### src/sv/kvt_pkg.sv
// Shared types and codes of the keyed value table.
package kvt_pkg;

  localparam int KEY_W    = 32;
  localparam int VAL_W    = 32;
  localparam int OP_W     = 3;
  localparam int STATUS_W = 2;
  localparam int CNT_W    = 6;

  typedef logic [OP_W-1:0]     op_t;
  typedef logic [STATUS_W-1:0] status_t;

  localparam op_t OP_INSERT = 3'd0;
  localparam op_t OP_ERASE  = 3'd1;
  localparam op_t OP_LOOKUP = 3'd2;
  localparam op_t OP_TEST   = 3'd3;
  localparam op_t OP_COUNT  = 3'd4;

  localparam status_t ST_OK      = 2'd0;
  localparam status_t ST_DUP     = 2'd1;
  localparam status_t ST_FULL    = 2'd2;
  localparam status_t ST_MISSING = 2'd3;

  typedef struct packed {
    logic [KEY_W-1:0] key;
    logic [VAL_W-1:0] value;
  } entry_t;

endpackage

### src/sv/kvt_if.sv
// Valid/ready channel interfaces for operations and results of the keyed value table.
interface kvt_in_if;
  logic                         valid;
  logic                         ready;
  logic [kvt_pkg::OP_W-1:0]     operation;
  logic [kvt_pkg::KEY_W-1:0]    key;
  logic [kvt_pkg::VAL_W-1:0]    value;

  modport source (output valid, output operation, output key, output value, input ready);
  modport sink   (input valid, input operation, input key, input value, output ready);
endinterface

interface kvt_out_if;
  logic                         valid;
  logic                         ready;
  logic [kvt_pkg::STATUS_W-1:0] status;
  logic [kvt_pkg::VAL_W-1:0]    read_value;
  logic [kvt_pkg::CNT_W-1:0]    match_count;
  logic [kvt_pkg::CNT_W-1:0]    entries;

  modport source (output valid, output status, output read_value, output match_count,
                  output entries, input ready);
  modport sink   (input valid, input status, input read_value, input match_count,
                  input entries, output ready);
endinterface

### src/sv/keyed_value_table_core.sv
// Top level of the keyed value table: operation sequencer, entry memory and result register.
//
// Usage: each transaction on in_ch carries one operation (insert, erase, lookup, key test
// or value count) with a key and a value; each produces exactly one transaction on out_ch
// carrying a status, the looked-up value, a match count and the entry count afterwards.
// Entries sit packed in slots 0 to entries-1 of one synchronous memory of key/value pairs.
// An operation that needs the table reads every valid slot once, one slot a cycle through
// the memory's single read port, so the scan of N entries, N being the entries held, sets the rate.
// The last slot's contents are captured during the scan, so an erase can move it into the
// freed slot without a further read. Insert into a full table skips the scan.
// The scan is skipped when the table is empty, for an insert into a full table and for an
// unused operation code; the sequencer then goes straight from idle to the result.
// in_ch.ready is high only while the sequencer is idle. The result waits in an output
// register; a new transaction may be accepted while it waits, but the following result is
// held back, and the sequencer with it, until the receiver takes the waiting one.
// Reset (rst_n low, synchronous) empties the table and drops any pending result; the
// memory contents are left as they are and are never read before being written.
module keyed_value_table_core #(
  parameter int TABLE_DEPTH = 32
) (
  input  logic         clk,
  input  logic         rst_n,
  kvt_in_if.sink       in_ch,
  kvt_out_if.source    out_ch
);

  localparam int AddrW = $clog2(TABLE_DEPTH);
  localparam int CntW  = $clog2(TABLE_DEPTH + 1);

  localparam logic [1:0] S_IDLE   = 2'd0;
  localparam logic [1:0] S_SCAN   = 2'd1;
  localparam logic [1:0] S_DRAIN  = 2'd2;
  localparam logic [1:0] S_FINISH = 2'd3;

  // Control state.
  logic [1:0]            state_r,    state_nxt;
  logic [CntW-1:0]       count_r,    count_nxt;
  logic                  pend_r,     pend_nxt;
  logic                  out_vld_r,  out_vld_nxt;

  // Operation and scan registers.
  kvt_pkg::op_t          op_r,       op_nxt;
  logic [kvt_pkg::KEY_W-1:0] key_r,  key_nxt;
  logic [kvt_pkg::VAL_W-1:0] val_r,  val_nxt;
  logic [AddrW-1:0]      idx_r,      idx_nxt;
  logic [AddrW-1:0]      pidx_r,     pidx_nxt;
  logic                  hit_r,      hit_nxt;
  logic [AddrW-1:0]      slot_r,     slot_nxt;
  logic [kvt_pkg::VAL_W-1:0] hval_r, hval_nxt;
  logic [CntW-1:0]       match_r,    match_nxt;
  kvt_pkg::entry_t       last_r,     last_nxt;

  // Result register.
  kvt_pkg::status_t      o_status_r, o_status_nxt;
  logic [kvt_pkg::VAL_W-1:0] o_rval_r, o_rval_nxt;
  logic [kvt_pkg::CNT_W-1:0] o_match_r, o_match_nxt;
  logic [kvt_pkg::CNT_W-1:0] o_ent_r, o_ent_nxt;

  // Memory ports.
  logic                  rd_en;
  logic [AddrW-1:0]      rd_addr;
  kvt_pkg::entry_t       rd_data;
  logic                  wr_en;
  logic [AddrW-1:0]      wr_addr;
  kvt_pkg::entry_t       wr_data;

  logic                  in_take;
  logic                  full;
  logic [AddrW-1:0]      last_idx;
  logic                  scan_op;
  logic                  out_free;
  logic [CntW-1:0]       new_count;

  kvt_store #(.TABLE_DEPTH(TABLE_DEPTH)) u_store (
    .clk     (clk),
    .rd_en   (rd_en),
    .rd_addr (rd_addr),
    .rd_data (rd_data),
    .wr_en   (wr_en),
    .wr_addr (wr_addr),
    .wr_data (wr_data)
  );

  assign in_ch.ready = (state_r == S_IDLE);
  assign in_take     = in_ch.valid && in_ch.ready;
  assign full        = (count_r == CntW'(TABLE_DEPTH));
  assign last_idx    = AddrW'(count_r - CntW'(1));
  assign out_free    = !out_vld_r || out_ch.ready;

  // Every operation but an insert into a full table and the unused codes scans the table.
  always_comb begin
    scan_op = 1'b0;
    case (in_ch.operation) inside
      kvt_pkg::OP_INSERT: scan_op = !full;
      kvt_pkg::OP_ERASE, kvt_pkg::OP_LOOKUP,
      kvt_pkg::OP_TEST, kvt_pkg::OP_COUNT: scan_op = 1'b1;
      default: scan_op = 1'b0;
    endcase
  end

  always_comb begin
    state_nxt    = state_r;
    count_nxt    = count_r;
    pend_nxt     = 1'b0;
    out_vld_nxt  = out_vld_r && !out_ch.ready;
    op_nxt       = op_r;
    key_nxt      = key_r;
    val_nxt      = val_r;
    idx_nxt      = idx_r;
    pidx_nxt     = pidx_r;
    hit_nxt      = hit_r;
    slot_nxt     = slot_r;
    hval_nxt     = hval_r;
    match_nxt    = match_r;
    last_nxt     = last_r;
    o_status_nxt = o_status_r;
    o_rval_nxt   = o_rval_r;
    o_match_nxt  = o_match_r;
    o_ent_nxt    = o_ent_r;
    rd_en        = 1'b0;
    rd_addr      = idx_r;
    wr_en        = 1'b0;
    wr_addr      = slot_r;
    wr_data      = last_r;
    new_count    = count_r;

    // Compare the slot read in the previous cycle, whatever the state.
    if (pend_r) begin
      if (rd_data.key == key_r) begin
        hit_nxt  = 1'b1;
        slot_nxt = pidx_r;
        hval_nxt = rd_data.value;
      end
      if (rd_data.value == val_r) begin
        match_nxt = match_r + CntW'(1);
      end
      if (pidx_r == last_idx) begin
        last_nxt = rd_data;
      end
    end

    unique case (state_r)
      S_IDLE: begin
        if (in_take) begin
          op_nxt    = in_ch.operation;
          key_nxt   = in_ch.key;
          val_nxt   = in_ch.value;
          idx_nxt   = '0;
          hit_nxt   = 1'b0;
          match_nxt = '0;
          state_nxt = (scan_op && count_r != '0) ? S_SCAN : S_FINISH;
        end
      end
      S_SCAN: begin
        rd_en    = 1'b1;
        pend_nxt = 1'b1;
        pidx_nxt = idx_r;
        if (idx_r == last_idx) begin
          state_nxt = S_DRAIN;
        end else begin
          idx_nxt = idx_r + AddrW'(1);
        end
      end
      S_DRAIN: begin
        state_nxt = S_FINISH;
      end
      S_FINISH: begin
        if (out_free) begin
          o_status_nxt = kvt_pkg::ST_OK;
          o_rval_nxt   = '0;
          o_match_nxt  = '0;
          case (op_r)
            kvt_pkg::OP_INSERT: begin
              if (full) begin
                o_status_nxt = kvt_pkg::ST_FULL;
              end else if (hit_r) begin
                o_status_nxt = kvt_pkg::ST_DUP;
              end else begin
                wr_en     = 1'b1;
                wr_addr   = AddrW'(count_r);
                wr_data   = '{key: key_r, value: val_r};
                new_count = count_r + CntW'(1);
              end
            end
            kvt_pkg::OP_ERASE: begin
              if (!hit_r) begin
                o_status_nxt = kvt_pkg::ST_MISSING;
              end else begin
                // The last entry fills the freed slot; harmless when they coincide.
                wr_en     = 1'b1;
                wr_addr   = slot_r;
                wr_data   = last_r;
                new_count = count_r - CntW'(1);
              end
            end
            kvt_pkg::OP_LOOKUP: begin
              if (!hit_r) begin
                o_status_nxt = kvt_pkg::ST_MISSING;
              end else begin
                o_rval_nxt = hval_r;
              end
            end
            kvt_pkg::OP_TEST: begin
              if (!hit_r) begin
                o_status_nxt = kvt_pkg::ST_MISSING;
              end
            end
            kvt_pkg::OP_COUNT: begin
              o_match_nxt = kvt_pkg::CNT_W'(match_r);
            end
            default: begin
              o_status_nxt = kvt_pkg::ST_OK;
            end
          endcase
          count_nxt   = new_count;
          o_ent_nxt   = kvt_pkg::CNT_W'(new_count);
          out_vld_nxt = 1'b1;
          state_nxt   = S_IDLE;
        end
      end
      default: begin
        state_nxt = S_IDLE;
      end
    endcase
  end

  always_ff @(posedge clk) begin
    if (!rst_n) begin
      state_r   <= S_IDLE;
      count_r   <= '0;
      pend_r    <= 1'b0;
      out_vld_r <= 1'b0;
    end else begin
      state_r   <= state_nxt;
      count_r   <= count_nxt;
      pend_r    <= pend_nxt;
      out_vld_r <= out_vld_nxt;
    end
  end

  always_ff @(posedge clk) begin
    op_r       <= op_nxt;
    key_r      <= key_nxt;
    val_r      <= val_nxt;
    idx_r      <= idx_nxt;
    pidx_r     <= pidx_nxt;
    hit_r      <= hit_nxt;
    slot_r     <= slot_nxt;
    hval_r     <= hval_nxt;
    match_r    <= match_nxt;
    last_r     <= last_nxt;
    o_status_r <= o_status_nxt;
    o_rval_r   <= o_rval_nxt;
    o_match_r  <= o_match_nxt;
    o_ent_r    <= o_ent_nxt;
  end

  assign out_ch.valid       = out_vld_r;
  assign out_ch.status      = o_status_r;
  assign out_ch.read_value  = o_rval_r;
  assign out_ch.match_count = o_match_r;
  assign out_ch.entries     = o_ent_r;

endmodule

### src/sv/kvt_store.sv
// Entry memory of the keyed value table: one write port, one registered read port.
module kvt_store #(
  parameter int TABLE_DEPTH = 32,
  localparam int AddrW = $clog2(TABLE_DEPTH)
) (
  input  logic                  clk,
  input  logic                  rd_en,
  input  logic [AddrW-1:0]      rd_addr,
  output kvt_pkg::entry_t       rd_data,
  input  logic                  wr_en,
  input  logic [AddrW-1:0]      wr_addr,
  input  kvt_pkg::entry_t       wr_data
);

  kvt_pkg::entry_t mem [TABLE_DEPTH];

  always_ff @(posedge clk) begin
    if (wr_en) begin
      mem[wr_addr] <= wr_data;
    end
  end

  always_ff @(posedge clk) begin
    if (rd_en) begin
      rd_data <= mem[rd_addr];
    end
  end

endmodule
### src/flat_wrapper.sv
// flat-port wrapper written by rule: the top's interface ports become plain ports
module keyed_value_table_core_flat 
#(
  parameter int TABLE_DEPTH = 32
)
  (clk, rst_n, in_ch_valid, in_ch_operation, in_ch_key, in_ch_value, in_ch_ready, out_ch_valid, out_ch_status, out_ch_read_value, out_ch_match_count, out_ch_entries, out_ch_ready);
  kvt_in_if in_ch_i ();
  kvt_out_if out_ch_i ();
  input  logic clk;
  input  logic rst_n;
  input wire logic [$bits(in_ch_i.valid)-1:0] in_ch_valid;
  input wire logic [$bits(in_ch_i.operation)-1:0] in_ch_operation;
  input wire logic [$bits(in_ch_i.key)-1:0] in_ch_key;
  input wire logic [$bits(in_ch_i.value)-1:0] in_ch_value;
  output wire logic [$bits(in_ch_i.ready)-1:0] in_ch_ready;
  output wire logic [$bits(out_ch_i.valid)-1:0] out_ch_valid;
  output wire logic [$bits(out_ch_i.status)-1:0] out_ch_status;
  output wire logic [$bits(out_ch_i.read_value)-1:0] out_ch_read_value;
  output wire logic [$bits(out_ch_i.match_count)-1:0] out_ch_match_count;
  output wire logic [$bits(out_ch_i.entries)-1:0] out_ch_entries;
  input wire logic [$bits(out_ch_i.ready)-1:0] out_ch_ready;
  assign in_ch_i.valid = in_ch_valid;
  assign in_ch_i.operation = in_ch_operation;
  assign in_ch_i.key = in_ch_key;
  assign in_ch_i.value = in_ch_value;
  assign in_ch_ready = in_ch_i.ready;
  assign out_ch_valid = out_ch_i.valid;
  assign out_ch_status = out_ch_i.status;
  assign out_ch_read_value = out_ch_i.read_value;
  assign out_ch_match_count = out_ch_i.match_count;
  assign out_ch_entries = out_ch_i.entries;
  assign out_ch_i.ready = out_ch_ready;
  keyed_value_table_core #(.TABLE_DEPTH(TABLE_DEPTH)) u_core (.clk(clk), .rst_n(rst_n), .in_ch(in_ch_i), .out_ch(out_ch_i));
endmodule
### config.mk
export PLATFORM = sky130hd
export DESIGN_NAME = keyed_value_table_core_flat
export DESIGN_NICKNAME = d
export VERILOG_FILES = /design/src/sv/kvt_pkg.sv /design/src/sv/kvt_if.sv /design/src/sv/keyed_value_table_core.sv /design/src/sv/kvt_store.sv /design/src/flat_wrapper.sv
export SDC_FILE = /design/constraint.sdc
export NUM_CORES = 2
export LEC_CHECK = 0
export BUFFER_PORTS_ARGS = -buffer_cell sky130_fd_sc_hd__buf_2
export CAP_MARGIN = 40
export CORE_MARGIN = 5
export CORE_UTILIZATION = 45
export DETAILED_ROUTE_END_ITERATION = 6
export HOLD_SLACK_MARGIN = 0.03
export PLACE_DENSITY_LB_ADDON = 0.25
export SLEW_MARGIN = 40
export SYNTH_ARGS = -nofsm -noshare
export SYNTH_HDL_FRONTEND = slang
export SYNTH_SLANG_ARGS = --single-unit
### constraint.sdc
create_clock -name clk -period 22.8 [get_ports clk]
set_input_delay 4.56 -clock clk [delete_from_list [all_inputs] [get_ports clk]]
set_output_delay 4.56 -clock clk [all_outputs]
set_load 0.05 [all_outputs]
* After elaboration in Yosys (flattened, before gate mapping)
Memories as Yosys holds them, arrays and structs flattened. A register that Yosys moved wholly into a read port is not among the register bits.
Index checks and enable logic that the tools add are counted.
** Operators by class
- Add/sub/neg operators :: 4
- Equal/unequal tests :: 20
- Mux-type cells :: 47
- Reductions and logical operators :: 21
** Operators with widths (number)
- two-way mux 64 bit :: 5
- == test 32 bit :: 2
- two-way mux 6 bit :: 7
- two-way mux 5 bit :: 7
- two-way mux 1 bit :: 17
- adder 6 x 1 -> 6 bit (second input constant) :: 2
- == test 3 x 2 -> 1 bit (second input constant) :: 4
- two-way mux 2 bit :: 6
- case mux 6 bit (2 select lines) :: 1
- == test 5 bit :: 2
- case mux 5 bit (2 select lines) :: 1
- AND reduction 2 bit :: 5
- case mux 2 bit (4 select lines) :: 1
- == test 3 x 1 -> 1 bit (second input constant) :: 2
- == test 3 bit (second input constant) :: 2
- == test 6 bit (second input constant) :: 1
- logical NOT 3 bit :: 2
- AND reduction 3 bit :: 2
- nonzero test 6 bit :: 1
- subtractor 6 x 1 -> 6 bit (second input constant) :: 1
- adder 5 x 1 -> 5 bit (second input constant) :: 1
- == test 2 bit (second input constant) :: 2
- inequality test 2 x 1 -> 1 bit (second input constant) :: 2
- inequality test 2 bit (second input constant) :: 2
- 10 further kinds :: 14
** Word-level totals
- Bits in registers :: 241
- Bits in writable memories :: 2048
- Bits of input ports :: 71
- Output and inout port bits :: 48
- Word-level logic and storage cells :: 112
- Memories kept :: 1
** Memories
- u_core.u_store.mem :: depth 32, width 64, read ports 1, clocked after Yosys merged registers in 1, write ports 1, RTL line kvt_store.sv:15 : kvt_pkg::entry_t mem [TABLE_DEPTH];

* Longest topological paths before layout
- Depth after elaboration :: 8
- Gate-level depth with buffers :: 10
- Depth with buffers taken out :: 7

* By module
Synthesis repeated with hierarchy kept, for this count alone.
** Second synthesis, totals
- Cell total of the unflattened synthesis :: 3739
- Area, all modules :: 89747.3 um^2
** By module, submodules not included
- kvt_store :: instances 1, cells an instance 3096, area each 79605.1 um^2, seq. area each 63420.8 um^2
- keyed_value_table_core :: instances 1, cells an instance 643, area each 10142.2 um^2, seq. area each 7066.8 um^2

* Least setup slack after synthesis
No wires, ideal clock.
- Path type :: input -> register
- From :: input out_ch_ready
- To :: memory u_core.u_store.mem[10][0] (netlist name) (enable)
- Setup time :: 564 ps
- Data arrival time :: 10089 ps
- Data required time :: 22236 ps
- Setup slack :: 12147 ps
- Cell stages on the path :: 6
- Buffers on the path :: 1
- Cell sequence :: nor2b_1 nor3b_2 nand2_2 a22o_1 clkbuf_1 nor3_1
** Between the ends
- Longest elaborated chain between the ends :: 5
- Elaborated cells on any way between the ends :: 7
- Classes of those cells :: mux (6); reduce/logical (1)
** RTL lines
- from (decl) :: RTL line flat_wrapper.sv:21 : input wire logic [$bits(out_ch_i.ready)-1:0] out_ch_ready;
- logical OR 1 bit (*) :: RTL line keyed_value_table_core.sv:88 : assign out_free = !out_vld_r || out_ch.ready;
- two-way mux 1 bit :: RTL line keyed_value_table_core.sv:168 : if (out_free) begin
- two-way mux 1 bit :: RTL line keyed_value_table_core.sv:142 : unique case (state_r)
- two-way mux 1 bit :: RTL line kvt_store.sv:18 : if (wr_en) begin
- two-way mux 1 bit (implied by the code) :: RTL line kvt_store.sv:19 : mem[wr_addr] <= wr_data;
- to (decl) :: RTL line kvt_store.sv:15
Mark *: on every way between the ends. The rest lies on a longest branch, timed or not.

* Final worst setup path
- From :: input out_ch_ready
- To :: memory u_core.u_store.mem[20][27] (netlist name) (enable)
The elaborated chain is that of the path after synthesis.

==> out/metrics.csv <==
stage,metric,value,unit
outcome,outcome,"complete, no violations",
critical_path,CP Class,input port to flop,
floorplan,FP Rows,163,
grt,vias in the first global route,40800,
sta,unrepaired setup endpoints after global routing,false,
grt,All-Layer GR Usage,0.204,
drt,DRC Markers,0,
drt,initial drt markers,4826,
drt,vias per inst,5.89,
clock_tree,TritonCTS buffer count,230,
drt,final WL,213000,microns
clock_tree,CTS max path bufs,3,
placed_design,GPL Wtd Cong,0.779,
worst_hold_path,HP Start,u_core.u_store.rd_data[55],
job,Max-cap violations,0,
synth,"EDFF count, synth",2336,
sta,max-slew violations,0,
clock_tree,clock latency on the worst-skew pair,860,ps
floorplan,die height,456,microns
clock_tree,number of H-tree levels,4,
synth,syn avg cell area,24.4,sq um
worst_hold_path,Hold Crit Depth,0,
critical_path,crit path launch type,input port,
sta,final setup vio count,0,
sta,highest clock rate,0.124,GHz
critical_path,reg2reg setup slack,17520,ps
critical_path,Max Fanout on Critical Path,38,
drt,Wirelength per Cell,31.3,microns
final_layout,Final Util,0.514,
floorplan,die span in x,456,microns
power,highest ir drop seen on vdd,0.0858,mV
sta,worst slew pin tran,929,ps
critical_path,CP max-delay cell,buf_4,
critical_path,WP data required,23280,ps
synth,distinct cell type count after synthesis,60,
final_layout,"commonest non-fill, non-tap cell in the layout",edfxtp_1,
synth,syn_nets,3747,
drt,remaining antenna violation count after routing,0,
sta,final setup TNS,0,ps
final_layout,NumNets Final,4038,
critical_path,"Top cell by count, worst path",buf_4,
sta,Final WS setup,14700,ps
worst_hold_path,Hold Path Class,flop to flop,
power,total power,11.5,mW
floorplan,die area,0.208,sq mm
critical_path,CP arrival,8580,ps
synth,Post-Syn Area,0.0896,sq mm
synth,"FFs w/ async S/R, synth",0,
synth,"FF+latch count, synth",2353,
critical_path,max incr delay on CP,730,ps
critical_path,worst reg2reg path depth,12,
clock_tree,setup bufs post-CTS,0,
power,Leakage,31.3,nW
critical_path,Crit. End Element,flop,
critical_path,Stages on worst setup path,11,
placed_design,dpl ws,13790,ps
grt,maximum number of pins on one net before global-route repair,88,
sta,Final Cycle Share,0.355,
clock_tree,"CTS clk-pin slew, worst paths",60,ps
final_layout,Syn-to-layout area delta,13.4,%
floorplan,initial core utilization,0.453,
synth,sequential fraction of the synthesis area,0.787,
floorplan,IO Pins,119,
power,pwr/cell area,113,mW/mm^2
grt,GRT overflow,0,
critical_path,critical path cell sequence,buf_2 > nor2b_1 > nor3b_2 > buf_4 > nand2_8 > buf_6 > a22oi_1 > buf_4 > nor3_2 > buf_4 > buf_4,
placed_design,post-DP HPWL,114000,microns
drt,DR vias,40100,
clock_tree,Root Buffer,clkbuf_16,
critical_path,reg2reg start,u_core.count_r[1],
clock_tree,PostCTS Resize Cnt,0,
grt,antenna violations before repair,14,
clock_tree,hold-fix buffers at CTS,0,
drt,first-pass detailed-route iteration total,6,
sta,min Tclk post-route,8100,ps
placed_design,number of port buffers,118,
synth,top_reg_cell synth,edfxtp_1,
final_layout,most frequent cells in the layout,"2336 x edfxtp_1, 640 x mux4_2, 231 x clkbuf_16, 126 x mux2_2, 118 x buf_2",
floorplan,Core Area,0.198,sq mm
sta,skew final,25.8,ps
sta,count of final hold-check violations,0,
synth,Cells after Synth,3667,
critical_path,"delay-heaviest family, CP",buffers and inverters,
clock_tree,CTS tree,done,
critical_path,CP startpoint,out_ch_ready,
sta,Hold WS,474,ps
critical_path,Worst Path Buf+Inv,6,
synth,Synth warnings,0,
sta,Slew HR,0.381,
final_layout,ratio of cells with drive above 1 in the final layout,0.334,
clock_tree,Clock Sinks,2353,
grt,global-route wire length before repair,304000,microns
-- cells in the mapped netlist, types with 6 or more instances --
library cell	instances	area, sq um
edfxtp_1	2336	70100
mux4_2	640	14400
mux2_2	114	1280
clkbuf_1	89	334
buf_2	55	275
nor3_1	40	200
xnor2_1	40	350
xor2_1	38	333
and2_1	34	213
nand2_1	24	90.1
nor2_1	22	82.6
inv_1	20	75.1
buf_1	19	71.3
dfxtp_1	17	340
a21oi_1	14	70.1
nand4_1	13	81.3
nor4_1	13	81.3
mux2_1	12	135
nand2b_1	11	68.8
and3_1	10	62.6
nand3_1	10	50.1
ha_1	9	113
mux2i_1	9	90.1
o21ai_0	9	45.0
buf_4	8	60.1
a31oi_1	7	43.8
o21ai_1	6	30.0
-- cells by family (layout without fill, tap and decap cells) --
group,after synthesis,after routing,share of synthesized area
muxes,775,775,0.178
AOI/OAI and AO/OA,62,62,0.00457
other,0,4,0
buffers and inverters,195,689,0.00961
and+or+nand+nor,194,194,0.0119
xor gates and xnor gates,79,79,0.00788
DFF,2353,2353,0.787
adders and majority gates,9,9,0.00126
-- worst register-to-register path, cell delays in order (launching register included) --
cell and delay, ps:
dfxtp_1 420, inv_1 280, ha_1 230, nor4b_2 510, a211oi_2 150, buf_4 210
nand2_8 370, buf_6 650, a22oi_1 250, buf_4 260, nor3_2 200, buf_4 550
buf_4 780
-- power breakdown --
group | total, mW | leakage [nW] | internal (mW) | switching (mW)
Sequential | 5.05 | 21.2 | 4.92 | 0.126
Clock | 3.72 | 3.59 | 2.11 | 1.61
Combinational | 2.71 | 6.52 | 1.33 | 1.38
-- cell type report --
type,instances,area (sq um)
Sequential cell,2353,70500
Timing Repair Buffer,234,1760
Clock inverter,150,1400
Inverter,20,77.6
Multi-Input combinational cell,1119,18500
Fill cell,15100,96100
Clock buffer,285,5990
Tap cell,2640,3300
Antenna cell,4,10.0
-- state kept, by name, indices dropped and copies added (netlist names) --
signal	count
u_core.u_store.mem	2048
u_core.last_r	64
u_core.u_store.rd_data	64
u_core.hval_r	32
u_core.key_r	32
u_core.out_ch.read_value	32
u_core.val_r	32
u_core.count_r	6
u_core.match_r	6
u_core.out_ch.entries	6
u_core.out_ch.match_count	6
u_core.idx_r	5
u_core.pidx_r	5
u_core.slot_r	5
u_core.op_r	3
u_core.out_ch.status	2
u_core.state_r	2
u_core.hit_r	1
u_core.out_ch.valid	1
u_core.pend_r	1
-- routing by layer --
layer / vias to the layer above / track usage / routed length, microns
li1: 16400 / - / -
met1: 21800 / 0.296 / 88800
met2: 1709 / 0.316 / 102000
met3: 274 / 0.0487 / 18400
met4: 4 / 0.0477 / 3960
met5: - / 0 / 20
-- path summary, 6_finish.rpt --
| kind | to |
|---|---|
| hold / removal | u_core.last_r[55] |
| setup / recovery | u_core.u_store.mem[20][27] |
| setup reg to reg | u_core.u_store.mem[20][27] |
| hold reg to reg | u_core.last_r[55] |
-- through the flow --
stage	cells	area, sq um
after detailed placement	6362	94100
after CTS	6797	101000
after global placement	6358	93800
after floorplan	3667	89600
final	6805	102000
after global routing	6802	102000
Power figures use the tool's default switching activity.
